<file path="config.mk">
export PLATFORM = sky130hd
export DESIGN_NAME = bit_run_length_statistics
export DESIGN_NICKNAME = d
export VERILOG_FILES = /design/src/hdl/brls_pkg.sv /design/src/hdl/brls_front.sv /design/src/hdl/brls_fifo.sv /design/src/hdl/brls_div.sv /design/src/hdl/brls_back.sv /design/src/hdl/bit_run_length_statistics.sv
export SDC_FILE = /design/constraint.sdc
export NUM_CORES = 1
export LEC_CHECK = 0
export BUFFER_PORTS_ARGS = -buffer_cell sky130_fd_sc_hd__buf_2
export CELL_PAD_IN_SITES_DETAIL_PLACEMENT = 0
export CELL_PAD_IN_SITES_GLOBAL_PLACEMENT = 2
export CORE_MARGIN = 2
export CORE_UTILIZATION = 40
export DETAILED_ROUTE_END_ITERATION = 10
export PLACE_DENSITY = 0.8
export SLEW_MARGIN = 20
export SYNTH_ARGS = -nofsm -noshare
export SYNTH_HDL_FRONTEND = slang
export SYNTH_HIERARCHICAL = 1
export SYNTH_SLANG_ARGS = --single-unit
</file>
<file path="constraint.sdc">
create_clock -name clk -period 13.3 [get_ports clk]
set_input_delay 1.995 -clock clk [delete_from_list [all_inputs] [get_ports clk]]
set_output_delay 1.995 -clock clk [all_outputs]
set_load 0.02 [all_outputs]
</file>
<file path="src/hdl/brls_pkg.sv">
// Shared constants, types and codes for the bit run length statistics block.
package brls_pkg;

  localparam int unsigned MAX_SEQ_BITS = 1048576;
  localparam int unsigned BITS_W       = $clog2(MAX_SEQ_BITS + 1);
  localparam int unsigned COUNT_W      = 20;
  localparam int unsigned FRAC_BITS    = 8;
  localparam int unsigned VALUE_W      = 29;
  localparam int unsigned DIV_STEPS    = VALUE_W;
  localparam int unsigned STEP_W       = $clog2(DIV_STEPS);
  localparam int unsigned QDEPTH       = 4;
  localparam int unsigned QPTR_W       = $clog2(QDEPTH);

  typedef enum logic [1:0] {
    KIND_COUNT = 2'd0,
    KIND_MEAN  = 2'd1,
    KIND_MAX   = 2'd2,
    KIND_MIN   = 2'd3
  } stat_kind_t;

  typedef enum logic {
    REG_MATCH_BIT   = 1'b0,
    REG_STAT_SELECT = 1'b1
  } reg_idx_t;

  typedef enum logic [1:0] {
    ST_RUN  = 2'd0,
    ST_DIV  = 2'd1,
    ST_EMIT = 2'd2
  } back_state_t;

  // one classified byte: leading run, runs closed inside the byte, trailing run
  typedef struct packed {
    logic [3:0] lead;
    logic       brk;
    logic [2:0] icnt;
    logic [3:0] isum;
    logic [2:0] imax;
    logic [2:0] imin;
    logic [2:0] tail;
    logic [3:0] nbits;
    logic       last;
  } brls_word_t;

endpackage

</file>
<file path="src/hdl/brls_front.sv">
// Front end: accepts bytes, clamps the bit count and splits each byte into runs.
module brls_front import brls_pkg::*; (
  input  logic       clk,
  input  logic       rst,
  input  logic       match_bit,
  input  logic [7:0] data_byte,
  input  logic [3:0] valid_bits,
  input  logic       last_byte,
  input  logic       in_valid,
  output logic       in_ready,
  input  logic       q_full,
  output logic       q_push,
  output brls_word_t q_word
);

  logic [BITS_W-1:0] bits_seen;
  logic [BITS_W-1:0] bits_seen_next;
  logic [BITS_W-1:0] room;
  logic [3:0]        n_req;
  logic [3:0]        n_eff;

  assign in_ready = !q_full;
  assign q_push   = in_valid && !q_full;

  always_comb begin
    n_req = (valid_bits > 4'd8) ? 4'd8 : valid_bits;
    room  = BITS_W'(MAX_SEQ_BITS) - bits_seen;
    n_eff = (room < BITS_W'(n_req)) ? room[3:0] : n_req;
  end

  always_comb begin
    logic [3:0] run;
    logic       brk;
    logic [2:0] icnt;
    logic [3:0] isum;
    logic [2:0] imax;
    logic [2:0] imin;
    logic [3:0] lead;
    logic [2:0] tail;
    run  = '0;
    brk  = 1'b0;
    icnt = '0;
    isum = '0;
    imax = '0;
    imin = '1;
    lead = '0;
    tail = '0;
    for (int i = 0; i < 8; i++) begin
      if (4'(i) < n_eff) begin
        if (data_byte[7-i] == match_bit) begin
          run = run + 4'd1;
        end else begin
          if (!brk) begin
            lead = run;
          end else if (run != 4'd0) begin
            icnt = icnt + 3'd1;
            isum = isum + run;
            if (run[2:0] > imax) imax = run[2:0];
            if (run[2:0] < imin) imin = run[2:0];
          end
          brk = 1'b1;
          run = '0;
        end
      end
    end
    if (!brk) begin
      lead = run;
    end else if (last_byte && run != 4'd0) begin
      // final trailing run closes inside the byte
      icnt = icnt + 3'd1;
      isum = isum + run;
      if (run[2:0] > imax) imax = run[2:0];
      if (run[2:0] < imin) imin = run[2:0];
    end else begin
      tail = run[2:0];
    end
    q_word.lead  = lead;
    q_word.brk   = brk;
    q_word.icnt  = icnt;
    q_word.isum  = isum;
    q_word.imax  = imax;
    q_word.imin  = imin;
    q_word.tail  = tail;
    q_word.nbits = n_eff;
    q_word.last  = last_byte;
  end

  always_comb begin
    bits_seen_next = bits_seen;
    if (q_push) begin
      bits_seen_next = last_byte ? '0 : bits_seen + BITS_W'(n_eff);
    end
  end

  always_ff @(posedge clk) begin
    if (rst) begin
      bits_seen <= '0;
    end else begin
      bits_seen <= bits_seen_next;
    end
  end

endmodule

</file>
<file path="src/hdl/brls_fifo.sv">
// Short queue of classified words between front and back.
module brls_fifo import brls_pkg::*; (
  input  logic       clk,
  input  logic       rst,
  input  logic       push,
  input  brls_word_t word_in,
  output logic       full,
  input  logic       pop,
  output brls_word_t word_out,
  output logic       empty
);

  brls_word_t        mem [QDEPTH];
  logic [QPTR_W-1:0] wr_ptr;
  logic [QPTR_W-1:0] rd_ptr;
  logic [QPTR_W:0]   fill;

  assign full     = (fill == (QPTR_W + 1)'(QDEPTH));
  assign empty    = (fill == '0);
  assign word_out = mem[rd_ptr];

  always_ff @(posedge clk) begin
    if (push) begin
      mem[wr_ptr] <= word_in;
    end
  end

  always_ff @(posedge clk) begin
    if (rst) begin
      wr_ptr <= '0;
      rd_ptr <= '0;
      fill   <= '0;
    end else begin
      if (push) wr_ptr <= wr_ptr + QPTR_W'(1);
      if (pop)  rd_ptr <= rd_ptr + QPTR_W'(1);
      if (push && !pop) begin
        fill <= fill + (QPTR_W + 1)'(1);
      end else if (pop && !push) begin
        fill <= fill - (QPTR_W + 1)'(1);
      end
    end
  end

endmodule

</file>
<file path="src/hdl/brls_div.sv">
// Restoring divider, one quotient bit per cycle, for the mean.
module brls_div import brls_pkg::*; (
  input  logic               clk,
  input  logic               rst,
  input  logic               start,
  input  logic [VALUE_W-1:0] dividend,
  input  logic [COUNT_W-1:0] divisor,
  output logic               busy,
  output logic [VALUE_W-1:0] quotient
);

  logic [COUNT_W-1:0] rem;
  logic [COUNT_W-1:0] rem_next;
  logic [COUNT_W-1:0] dvsr;
  logic [VALUE_W-1:0] quo;
  logic [STEP_W-1:0]  step;
  logic [COUNT_W:0]   trial;
  logic [COUNT_W:0]   diff;
  logic               ge;

  assign quotient = quo;

  always_comb begin
    trial    = {rem, quo[VALUE_W-1]};
    diff     = trial - {1'b0, dvsr};
    ge       = (trial >= {1'b0, dvsr});
    rem_next = ge ? diff[COUNT_W-1:0] : trial[COUNT_W-1:0];
  end

  always_ff @(posedge clk) begin
    if (start) begin
      rem  <= '0;
      quo  <= dividend;
      dvsr <= divisor;
    end else if (busy) begin
      rem  <= rem_next;
      quo  <= {quo[VALUE_W-2:0], ge};
    end
  end

  always_ff @(posedge clk) begin
    if (rst) begin
      busy <= 1'b0;
      step <= '0;
    end else if (start) begin
      busy <= 1'b1;
      step <= '0;
    end else if (busy) begin
      step <= step + STEP_W'(1);
      if (step == STEP_W'(DIV_STEPS - 1)) busy <= 1'b0;
    end
  end

endmodule

</file>
<file path="src/hdl/brls_back.sv">
// Back end: merges run summaries into the statistics and emits the selected results.
module brls_back import brls_pkg::*; (
  input  logic               clk,
  input  logic               rst,
  input  logic [3:0]         stat_select,
  input  logic               q_empty,
  input  brls_word_t         q_word,
  output logic               q_pop,
  output logic               out_valid,
  input  logic               out_ready,
  output logic [1:0]         stat_kind,
  output logic [VALUE_W-1:0] stat_value,
  output logic               mean_undefined,
  output logic               last_stat
);

  back_state_t        state, state_next;
  logic [1:0]         kidx;

  logic [BITS_W-1:0]  open_len, open_len_next;
  logic [COUNT_W-1:0] run_count, run_count_next;
  logic [BITS_W-1:0]  len_sum, len_sum_next;
  logic [BITS_W-1:0]  longest, longest_next;
  logic [BITS_W-1:0]  shortest, shortest_next;
  logic [BITS_W-1:0]  bits_seen, bits_seen_next;

  logic [3:0]         sel;
  logic [BITS_W-1:0]  open_lead;
  logic [BITS_W-1:0]  a_len;
  logic               a_nz;
  logic [COUNT_W-1:0] count_m;
  logic [BITS_W-1:0]  sum_m;
  logic [BITS_W-1:0]  longest_m;
  logic [BITS_W-1:0]  shortest_m;
  logic [BITS_W-1:0]  open_m;

  logic               div_start;
  logic               div_busy;
  logic [VALUE_W-1:0] div_quo;
  logic               slot_free;
  logic               emit;
  logic               advance;
  logic               finish;

  stat_kind_t         kind;
  logic [VALUE_W-1:0] value_sel;
  logic               last_sel;

  assign sel = (stat_select == 4'd0) ? 4'b0001 : stat_select;

  // merge of one queue word
  always_comb begin
    open_lead = open_len + BITS_W'(q_word.lead);
    a_len     = (q_word.brk || q_word.last) ? open_lead : '0;
    a_nz      = (a_len != '0);
    count_m   = run_count + COUNT_W'(a_nz) + COUNT_W'(q_word.icnt);
    sum_m     = len_sum + a_len + BITS_W'(q_word.isum);
    longest_m = longest;
    if (a_len > longest_m) longest_m = a_len;
    if (BITS_W'(q_word.imax) > longest_m) longest_m = BITS_W'(q_word.imax);
    shortest_m = shortest;
    if (a_nz && a_len < shortest_m) shortest_m = a_len;
    if (q_word.icnt != 3'd0 && BITS_W'(q_word.imin) < shortest_m) begin
      shortest_m = BITS_W'(q_word.imin);
    end
    if (q_word.last) begin
      open_m = '0;
    end else if (q_word.brk) begin
      open_m = BITS_W'(q_word.tail);
    end else begin
      open_m = open_lead;
    end
  end

  always_comb begin
    state_next = state;
    unique case (state)
      ST_RUN: begin
        if (!q_empty && q_word.last) begin
          state_next = (sel[1] && count_m != '0) ? ST_DIV : ST_EMIT;
        end
      end
      ST_DIV: begin
        if (!div_busy) state_next = ST_EMIT;
      end
      ST_EMIT: begin
        if (finish) state_next = ST_RUN;
      end
      default: state_next = ST_RUN;
    endcase
  end

  always_comb begin
    slot_free = !out_valid || out_ready;
    q_pop     = (state == ST_RUN) && !q_empty;
    div_start = q_pop && q_word.last && sel[1] && (count_m != '0);
    emit      = (state == ST_EMIT) && sel[kidx] && slot_free;
    advance   = (state == ST_EMIT) && (!sel[kidx] || slot_free);
    finish    = advance && (kidx == 2'd3);
  end

  always_comb begin
    open_len_next  = open_len;
    run_count_next = run_count;
    len_sum_next   = len_sum;
    longest_next   = longest;
    shortest_next  = shortest;
    bits_seen_next = bits_seen;
    if (q_pop) begin
      open_len_next  = open_m;
      run_count_next = count_m;
      len_sum_next   = sum_m;
      longest_next   = longest_m;
      shortest_next  = shortest_m;
      bits_seen_next = bits_seen + BITS_W'(q_word.nbits);
    end else if (finish) begin
      open_len_next  = '0;
      run_count_next = '0;
      len_sum_next   = '0;
      longest_next   = '0;
      shortest_next  = '1;
      bits_seen_next = '0;
    end
  end

  always_comb begin
    kind = stat_kind_t'(kidx);
    unique case (kind)
      KIND_COUNT: value_sel = VALUE_W'(run_count);
      KIND_MEAN:  value_sel = (run_count == '0) ? '0 : div_quo;
      KIND_MAX:   value_sel = VALUE_W'(longest);
      KIND_MIN:   value_sel = (run_count == '0) ? VALUE_W'(bits_seen) : VALUE_W'(shortest);
      default:    value_sel = '0;
    endcase
    unique case (kind)
      KIND_COUNT: last_sel = (sel[3:1] == 3'd0);
      KIND_MEAN:  last_sel = (sel[3:2] == 2'd0);
      KIND_MAX:   last_sel = !sel[3];
      KIND_MIN:   last_sel = 1'b1;
      default:    last_sel = 1'b1;
    endcase
  end

  brls_div u_div (
    .clk      (clk),
    .rst      (rst),
    .start    (div_start),
    .dividend (VALUE_W'({sum_m, {FRAC_BITS{1'b0}}})),
    .divisor  (count_m),
    .busy     (div_busy),
    .quotient (div_quo)
  );

  always_ff @(posedge clk) begin
    if (rst) begin
      state     <= ST_RUN;
      kidx      <= '0;
      out_valid <= 1'b0;
      open_len  <= '0;
      run_count <= '0;
      len_sum   <= '0;
      longest   <= '0;
      shortest  <= '1;
      bits_seen <= '0;
    end else begin
      state     <= state_next;
      open_len  <= open_len_next;
      run_count <= run_count_next;
      len_sum   <= len_sum_next;
      longest   <= longest_next;
      shortest  <= shortest_next;
      bits_seen <= bits_seen_next;
      if (advance) kidx <= kidx + 2'd1;
      if (emit) begin
        out_valid <= 1'b1;
      end else if (out_ready) begin
        out_valid <= 1'b0;
      end
    end
  end

  always_ff @(posedge clk) begin
    if (emit) begin
      stat_kind      <= kind;
      stat_value     <= value_sel;
      mean_undefined <= (kind == KIND_MEAN) && (run_count == '0);
      last_stat      <= last_sel;
    end
  end

  a_div_needs_runs: assert property (@(posedge clk) disable iff (rst)
    (state == ST_DIV) |-> (run_count != '0))
    else $error("divide started with no runs");

  a_open_within_bits: assert property (@(posedge clk) disable iff (rst)
    open_len <= bits_seen)
    else $error("open run longer than bits seen");

  a_short_le_long: assert property (@(posedge clk) disable iff (rst)
    (run_count != '0) |-> (shortest <= longest))
    else $error("shortest run above longest run");

endmodule

</file>
<file path="src/hdl/bit_run_length_statistics.sv">
// Top level of the bit run length statistics block: register port, front, queue, back.
//
//  port group   dir   word / access
//  in_*         in    data_byte, valid_bits, last_byte; valid/ready
//  out_*        out   stat_kind, stat_value, mean_undefined, last_stat; valid/ready
//  apb          in    match_bit at 0x0, stat_select at 0x4; pready tied high
//
// One byte accepted per cycle while the four-word queue has room; the back merges
// one queued word per cycle while in its run state. After a last byte: a merge, a
// divide when the mean is selected and runs exist, then four emit steps, each selected
// word waiting on out_ready. Synchronous active-high reset clears all statistics.
// Either side may stall; the queue and the output register hold words meanwhile.
module bit_run_length_statistics import brls_pkg::*; (
  input  logic               clk,
  input  logic               rst,
  input  logic               psel,
  input  logic               penable,
  input  logic               pwrite,
  input  logic [2:0]         paddr,
  input  logic [31:0]        pwdata,
  output logic [31:0]        prdata,
  output logic               pready,
  input  logic [7:0]         data_byte,
  input  logic [3:0]         valid_bits,
  input  logic               last_byte,
  input  logic               in_valid,
  output logic               in_ready,
  output logic [1:0]         stat_kind,
  output logic [VALUE_W-1:0] stat_value,
  output logic               mean_undefined,
  output logic               last_stat,
  output logic               out_valid,
  input  logic               out_ready
);

  logic       match_bit;
  logic [3:0] stat_select;
  logic       wr_en;
  reg_idx_t   reg_idx;

  logic       q_push;
  logic       q_pop;
  logic       q_full;
  logic       q_empty;
  brls_word_t q_in;
  brls_word_t q_out;

  assign pready  = 1'b1;
  assign wr_en   = psel && penable && pwrite && pready;
  assign reg_idx = reg_idx_t'(paddr[2]);

  always_comb begin
    unique case (reg_idx)
      REG_MATCH_BIT:   prdata = {31'd0, match_bit};
      REG_STAT_SELECT: prdata = {28'd0, stat_select};
      default:         prdata = '0;
    endcase
  end

  always_ff @(posedge clk) begin
    if (rst) begin
      match_bit   <= 1'b1;
      stat_select <= 4'd1;
    end else if (wr_en) begin
      unique case (reg_idx)
        REG_MATCH_BIT:   match_bit   <= pwdata[0];
        REG_STAT_SELECT: stat_select <= pwdata[3:0];
        default:         ;
      endcase
    end
  end

  brls_front u_front (
    .clk        (clk),
    .rst        (rst),
    .match_bit  (match_bit),
    .data_byte  (data_byte),
    .valid_bits (valid_bits),
    .last_byte  (last_byte),
    .in_valid   (in_valid),
    .in_ready   (in_ready),
    .q_full     (q_full),
    .q_push     (q_push),
    .q_word     (q_in)
  );

  brls_fifo u_fifo (
    .clk      (clk),
    .rst      (rst),
    .push     (q_push),
    .word_in  (q_in),
    .full     (q_full),
    .pop      (q_pop),
    .word_out (q_out),
    .empty    (q_empty)
  );

  brls_back u_back (
    .clk            (clk),
    .rst            (rst),
    .stat_select    (stat_select),
    .q_empty        (q_empty),
    .q_word         (q_out),
    .q_pop          (q_pop),
    .out_valid      (out_valid),
    .out_ready      (out_ready),
    .stat_kind      (stat_kind),
    .stat_value     (stat_value),
    .mean_undefined (mean_undefined),
    .last_stat      (last_stat)
  );

endmodule
</file>
==> summary.md <==
| Metric | Value |
|---|---|
| Avg Cell Area, Syn | about 9.4 um^2 |
| Max Cap Viol | 0 |
| Routability cong. | ~0.87 |
| Setup Buffers After CTS | 0 |
| Hold Path End | u_back/len_sum[4]$_SDFFE_PP0P_ |
| Relative slew slack | 0.282 |
| Antenna violations before repair | 2 |
| Clock Power Share | 0.245 |
| RSZ-0062 raised after global routing | no |
| DR pass1 iterations | 7 |
| Crit-path max FO | 27 |
| # hold bufs at CTS | 0 |
| Die height | roughly 260 um |
| Final Hold Slack | between 0.4 and 0.5 ns |
| P per Cell Area | around 180 nW/um^2 |
| Via density | between 5 and 6 |
| Max Clock Skew | between 0.03 and 0.04 ns |
| CTS buffer count | 43 |
| Worst IR Drop VDD | 110 uV |
| Global-route wire length before repair | ~120000 um |
| Main combinational cell family by area after synthesis | simple AND/OR/NAND/NOR gates |
| Finished Core Util | 0.443 |
| Post-CTS sizing | 0 |
| Cell count after synthesis | around 2800 |
| Die ar. | between 60000 and 70000 um^2 |
| H-tree depth | 2 |
| DR DRC count | 0 |
| CTS tree | done |
| Worst path slowest cell | nor2b_1 |
| Lkg Pwr | between 10 and 15 nW |
| Layout cells sized above 1 | 0.130 |
| P&R area growth vs syn | 9.17% |
| CTS max path bufs | 3 |
| RR Startpoint | u_front/bits_seen[0]$_SDFFE_PP0P_ |
| Root buf cell | clkbuf_16 |
| Final #Nets | around 3100 |
| Fin. max-slew vios | 0 |
| Mux share of post-synthesis cell area | 0.0763 |
| Row count | 93 |
| Tcrit/Tclk final | 0.927 |
| Number of global-route vias before repair | ~20000 |
| CP Capture Type | flop |
| CP Launch Type | input pin |
| Final Hold Viols | 0 |
| Setup violations, final | 0 |
| Hold wc startpoint | u_back/len_sum[4]$_SDFFE_PP0P_ |
| Sinks on Clock Net | about 380 |
| Combinational share of power | 0.458 |
| Seq/Total Area, Yosys | 0.359 |
| Clock transition at path regs | around 0.060 ns |
| Synth warnings | 6 |
| Worst-skew pair later-pin latency | 0.57 ns |
| Tmin final | approximately 12 ns |
| Worst Max-Slew Pin Slew | roughly 1.1 ns |
| R2R cell count | 50 |
| Post-Syn Area | between 20000 and 30000 um^2 |
| Via count | between 20000 and 25000 |
| Hold crit path type | flop to flop |
| PortBufs | 63 |
| Main synth FF type | dfxtp_1 |
| Detailed Place HPWL | 54300 um |
| Drt wl/cell | between 15 and 20 um |
| Synth cell types | 128 |
| Core area | between 60000 and 70000 um^2 |
| Synth Area in Compound Gates | 0.168 |
| Reg2reg end | u_fifo/mem[1][11]$_DFFE_PP_ |
| Synth Area in Adders | 0.110 |
| Pin count of the biggest net entering global routing | 60 |
| Arr. time, crit path | between 10 and 15 ns |
| EDFF count, synth | about 190 |
| NetSw | between 2 and 2.5 mW |
| Die Width | 260 um |
| Async S/R FF share, synth | 0 |
| Antenna diodes | 0 |
| Worst Setup SP | valid_bits[3] |
| Final ANT Viol Nets | 0 |
| Number of synthesized register bits | 377 |
| Simple logic cell fraction of the synthesized area | 0.177 |
| Sw Ratio | 0.408 |
| Sequential share of power | 0.296 |
| GRT overflow | 0 |
| Total track usage | 0.215 |
| Starting DRT DRC Count | roughly 1600 |
| Routed WL | ~73000 um |
| Most used cell, CP | ha_1 |
| Crit path required time | about 14 ns |
| Xor and xnor area share after synthesis | 0.0474 |
| Io pins | about 120 |
| Status | finished, final reports clean |
| Initial cell density of the core | 0.406 |
| R2R Setup Slk | ~1.6 ns |
| Peak Freq | a little over 80 MHz |
| Cell Int Power | just over 3 mW |
| Setup TNS | 0 ns |
| Worst hold stages | 2 |
| Fillers | approximately 6300 |
| Critical path class | input pin to flop |
| Max stage delay on crit path | roughly 0.41 ns |
-- registers in the layout, summed over array words and instances, names as in the netlist, 2 cells and up, named ones only --
name	flops
stat_select	4
u_back/bits_seen	21
u_back/kidx	2
u_back/len_sum	21
u_back/longest	21
u_back/open_len	21
u_back/run_count	20
u_back/shortest	21
u_back/stat_kind	2
u_back/stat_value	29
u_back/state	2
u_back/u_div/dvsr	20
u_back/u_div/quotient	29
u_back/u_div/rem	20
u_back/u_div/step	5
u_fifo/fill	3
u_fifo/mem	104
u_fifo/rd_ptr	2
u_fifo/wr_ptr	2
u_front/bits_seen	21
-- layout make-up --
class	instances	area, um^2	share of cell area
clock buffer	51	1140	0.0398
inverter	179	672	0.0235
timing repair buffer	104	626	0.0219
tap	855	1070	0.0374
sequential	377	9410	0.329
clock inverter	26	362	0.0126
multi-input combinational	2091	15300	0.536
-- cells in the mapped netlist, types with 41 or more instances --
library cell	number	share of area
a21oi_1	166	0.032
and3_1	41	0.0098
clkbuf_1	81	0.012
dfxtp_1	191	0.15
edfxtp_1	186	0.21
ha_1	201	0.096
inv_1	176	0.025
mux2_2	76	0.033
nand2_1	182	0.026
nand3_1	107	0.020
nor2_1	252	0.036
nor3_1	71	0.014
o21ai_0	100	0.019
xnor2_1	79	0.026
xor2_1	61	0.020
-- how the worst max path moves through the flow --
stage                                  endpoint  cells after the start  slack [ns]
floorplan           u_fifo/mem[0][11]$_DFFE_PP_                     51        1.30
global placement    u_fifo/mem[0][11]$_DFFE_PP_                     49        0.77
detailed placement  u_fifo/mem[0][11]$_DFFE_PP_                     49        0.50
CTS                 u_fifo/mem[2][11]$_DFFE_PP_                     49        1.08
global route        u_fifo/mem[1][11]$_DFFE_PP_                     49        0.04
finish              u_fifo/mem[1][11]$_DFFE_PP_                     49        0.97
-- cells in the final DEF, fill, tap and decap left out, types with 61 or more instances in the layout --
| master | n |
|---|---|
| nor3_1 | 71 |
| inv_1 | 176 |
| edfxtp_1 | 186 |
| xor2_1 | 61 |
| dfxtp_1 | 190 |
| nand2_1 | 182 |
| o21ai_0 | 100 |
| mux2_2 | 76 |
| nor2_1 | 251 |
| a21oi_1 | 165 |
| nand3_1 | 107 |
| ha_1 | 201 |
| xnor2_1 | 79 |
| buf_2 | 62 |
-- routing by layer --
| layer | GRT usage | wire, um | share of wire | up-vias |
|---|---|---|---|---|
| met5 | 0 | 21 | 0.00029 | - |
| met4 | 0.0573 | 1700 | 0.023 | 4 |
| met3 | 0.0298 | 3440 | 0.047 | 96 |
| met2 | 0.362 | 34800 | 0.47 | 503 |
| met1 | 0.289 | 33400 | 0.46 | 10300 |
| li1 | - | - | - | 10100 |
-- metrics by stage --
step	std cells	setup WS, ns	cell area (um^2)	total power [mW]
final	3683	0.968	28600	5.17
after global placement	3606	0.770	27100	3.85
after floorplan	2815	1.30	26300	3.27
after global routing	3683	0.0407	28600	5.52
after CTS	3683	1.08	28600	5.20
after detailed placement	3606	0.503	27100	3.91
-- cells by family (layout without fill, tap and decap cells) --
family / after synthesis / in the layout
and+or+nand+nor: 921 / 921
AOI/OAI and AO/OA: 615 / 615
DFF: 377 / 377
buffers and inverters: 347 / 360
adders and majority gates: 219 / 219
muxes: 151 / 151
xor gates and xnor gates: 141 / 141
other: 5 / 44
-- critical path: cells and delay by family --
kind / cells / cell delay [ns]
buf+inv: 5 / 0.97
compound gates: 17 / 3.20
mux: 6 / 2.18
fa+ha+maj: 7 / 1.94
simple gates: 14 / 2.31
-- power by group through the flow --
stage / combinational [mW] / clock (mW) / sequential, mW
after floorplan: 1.70 / 0 / 1.56
after global placement: 2.30 / 0 / 1.55
after detailed placement: 2.35 / 0 / 1.56
after CTS: 2.36 / 1.30 / 1.53
after global routing: 2.63 / 1.35 / 1.55
final: 2.37 / 1.27 / 1.53
Note: power is estimated with default switching activity, not from simulation.
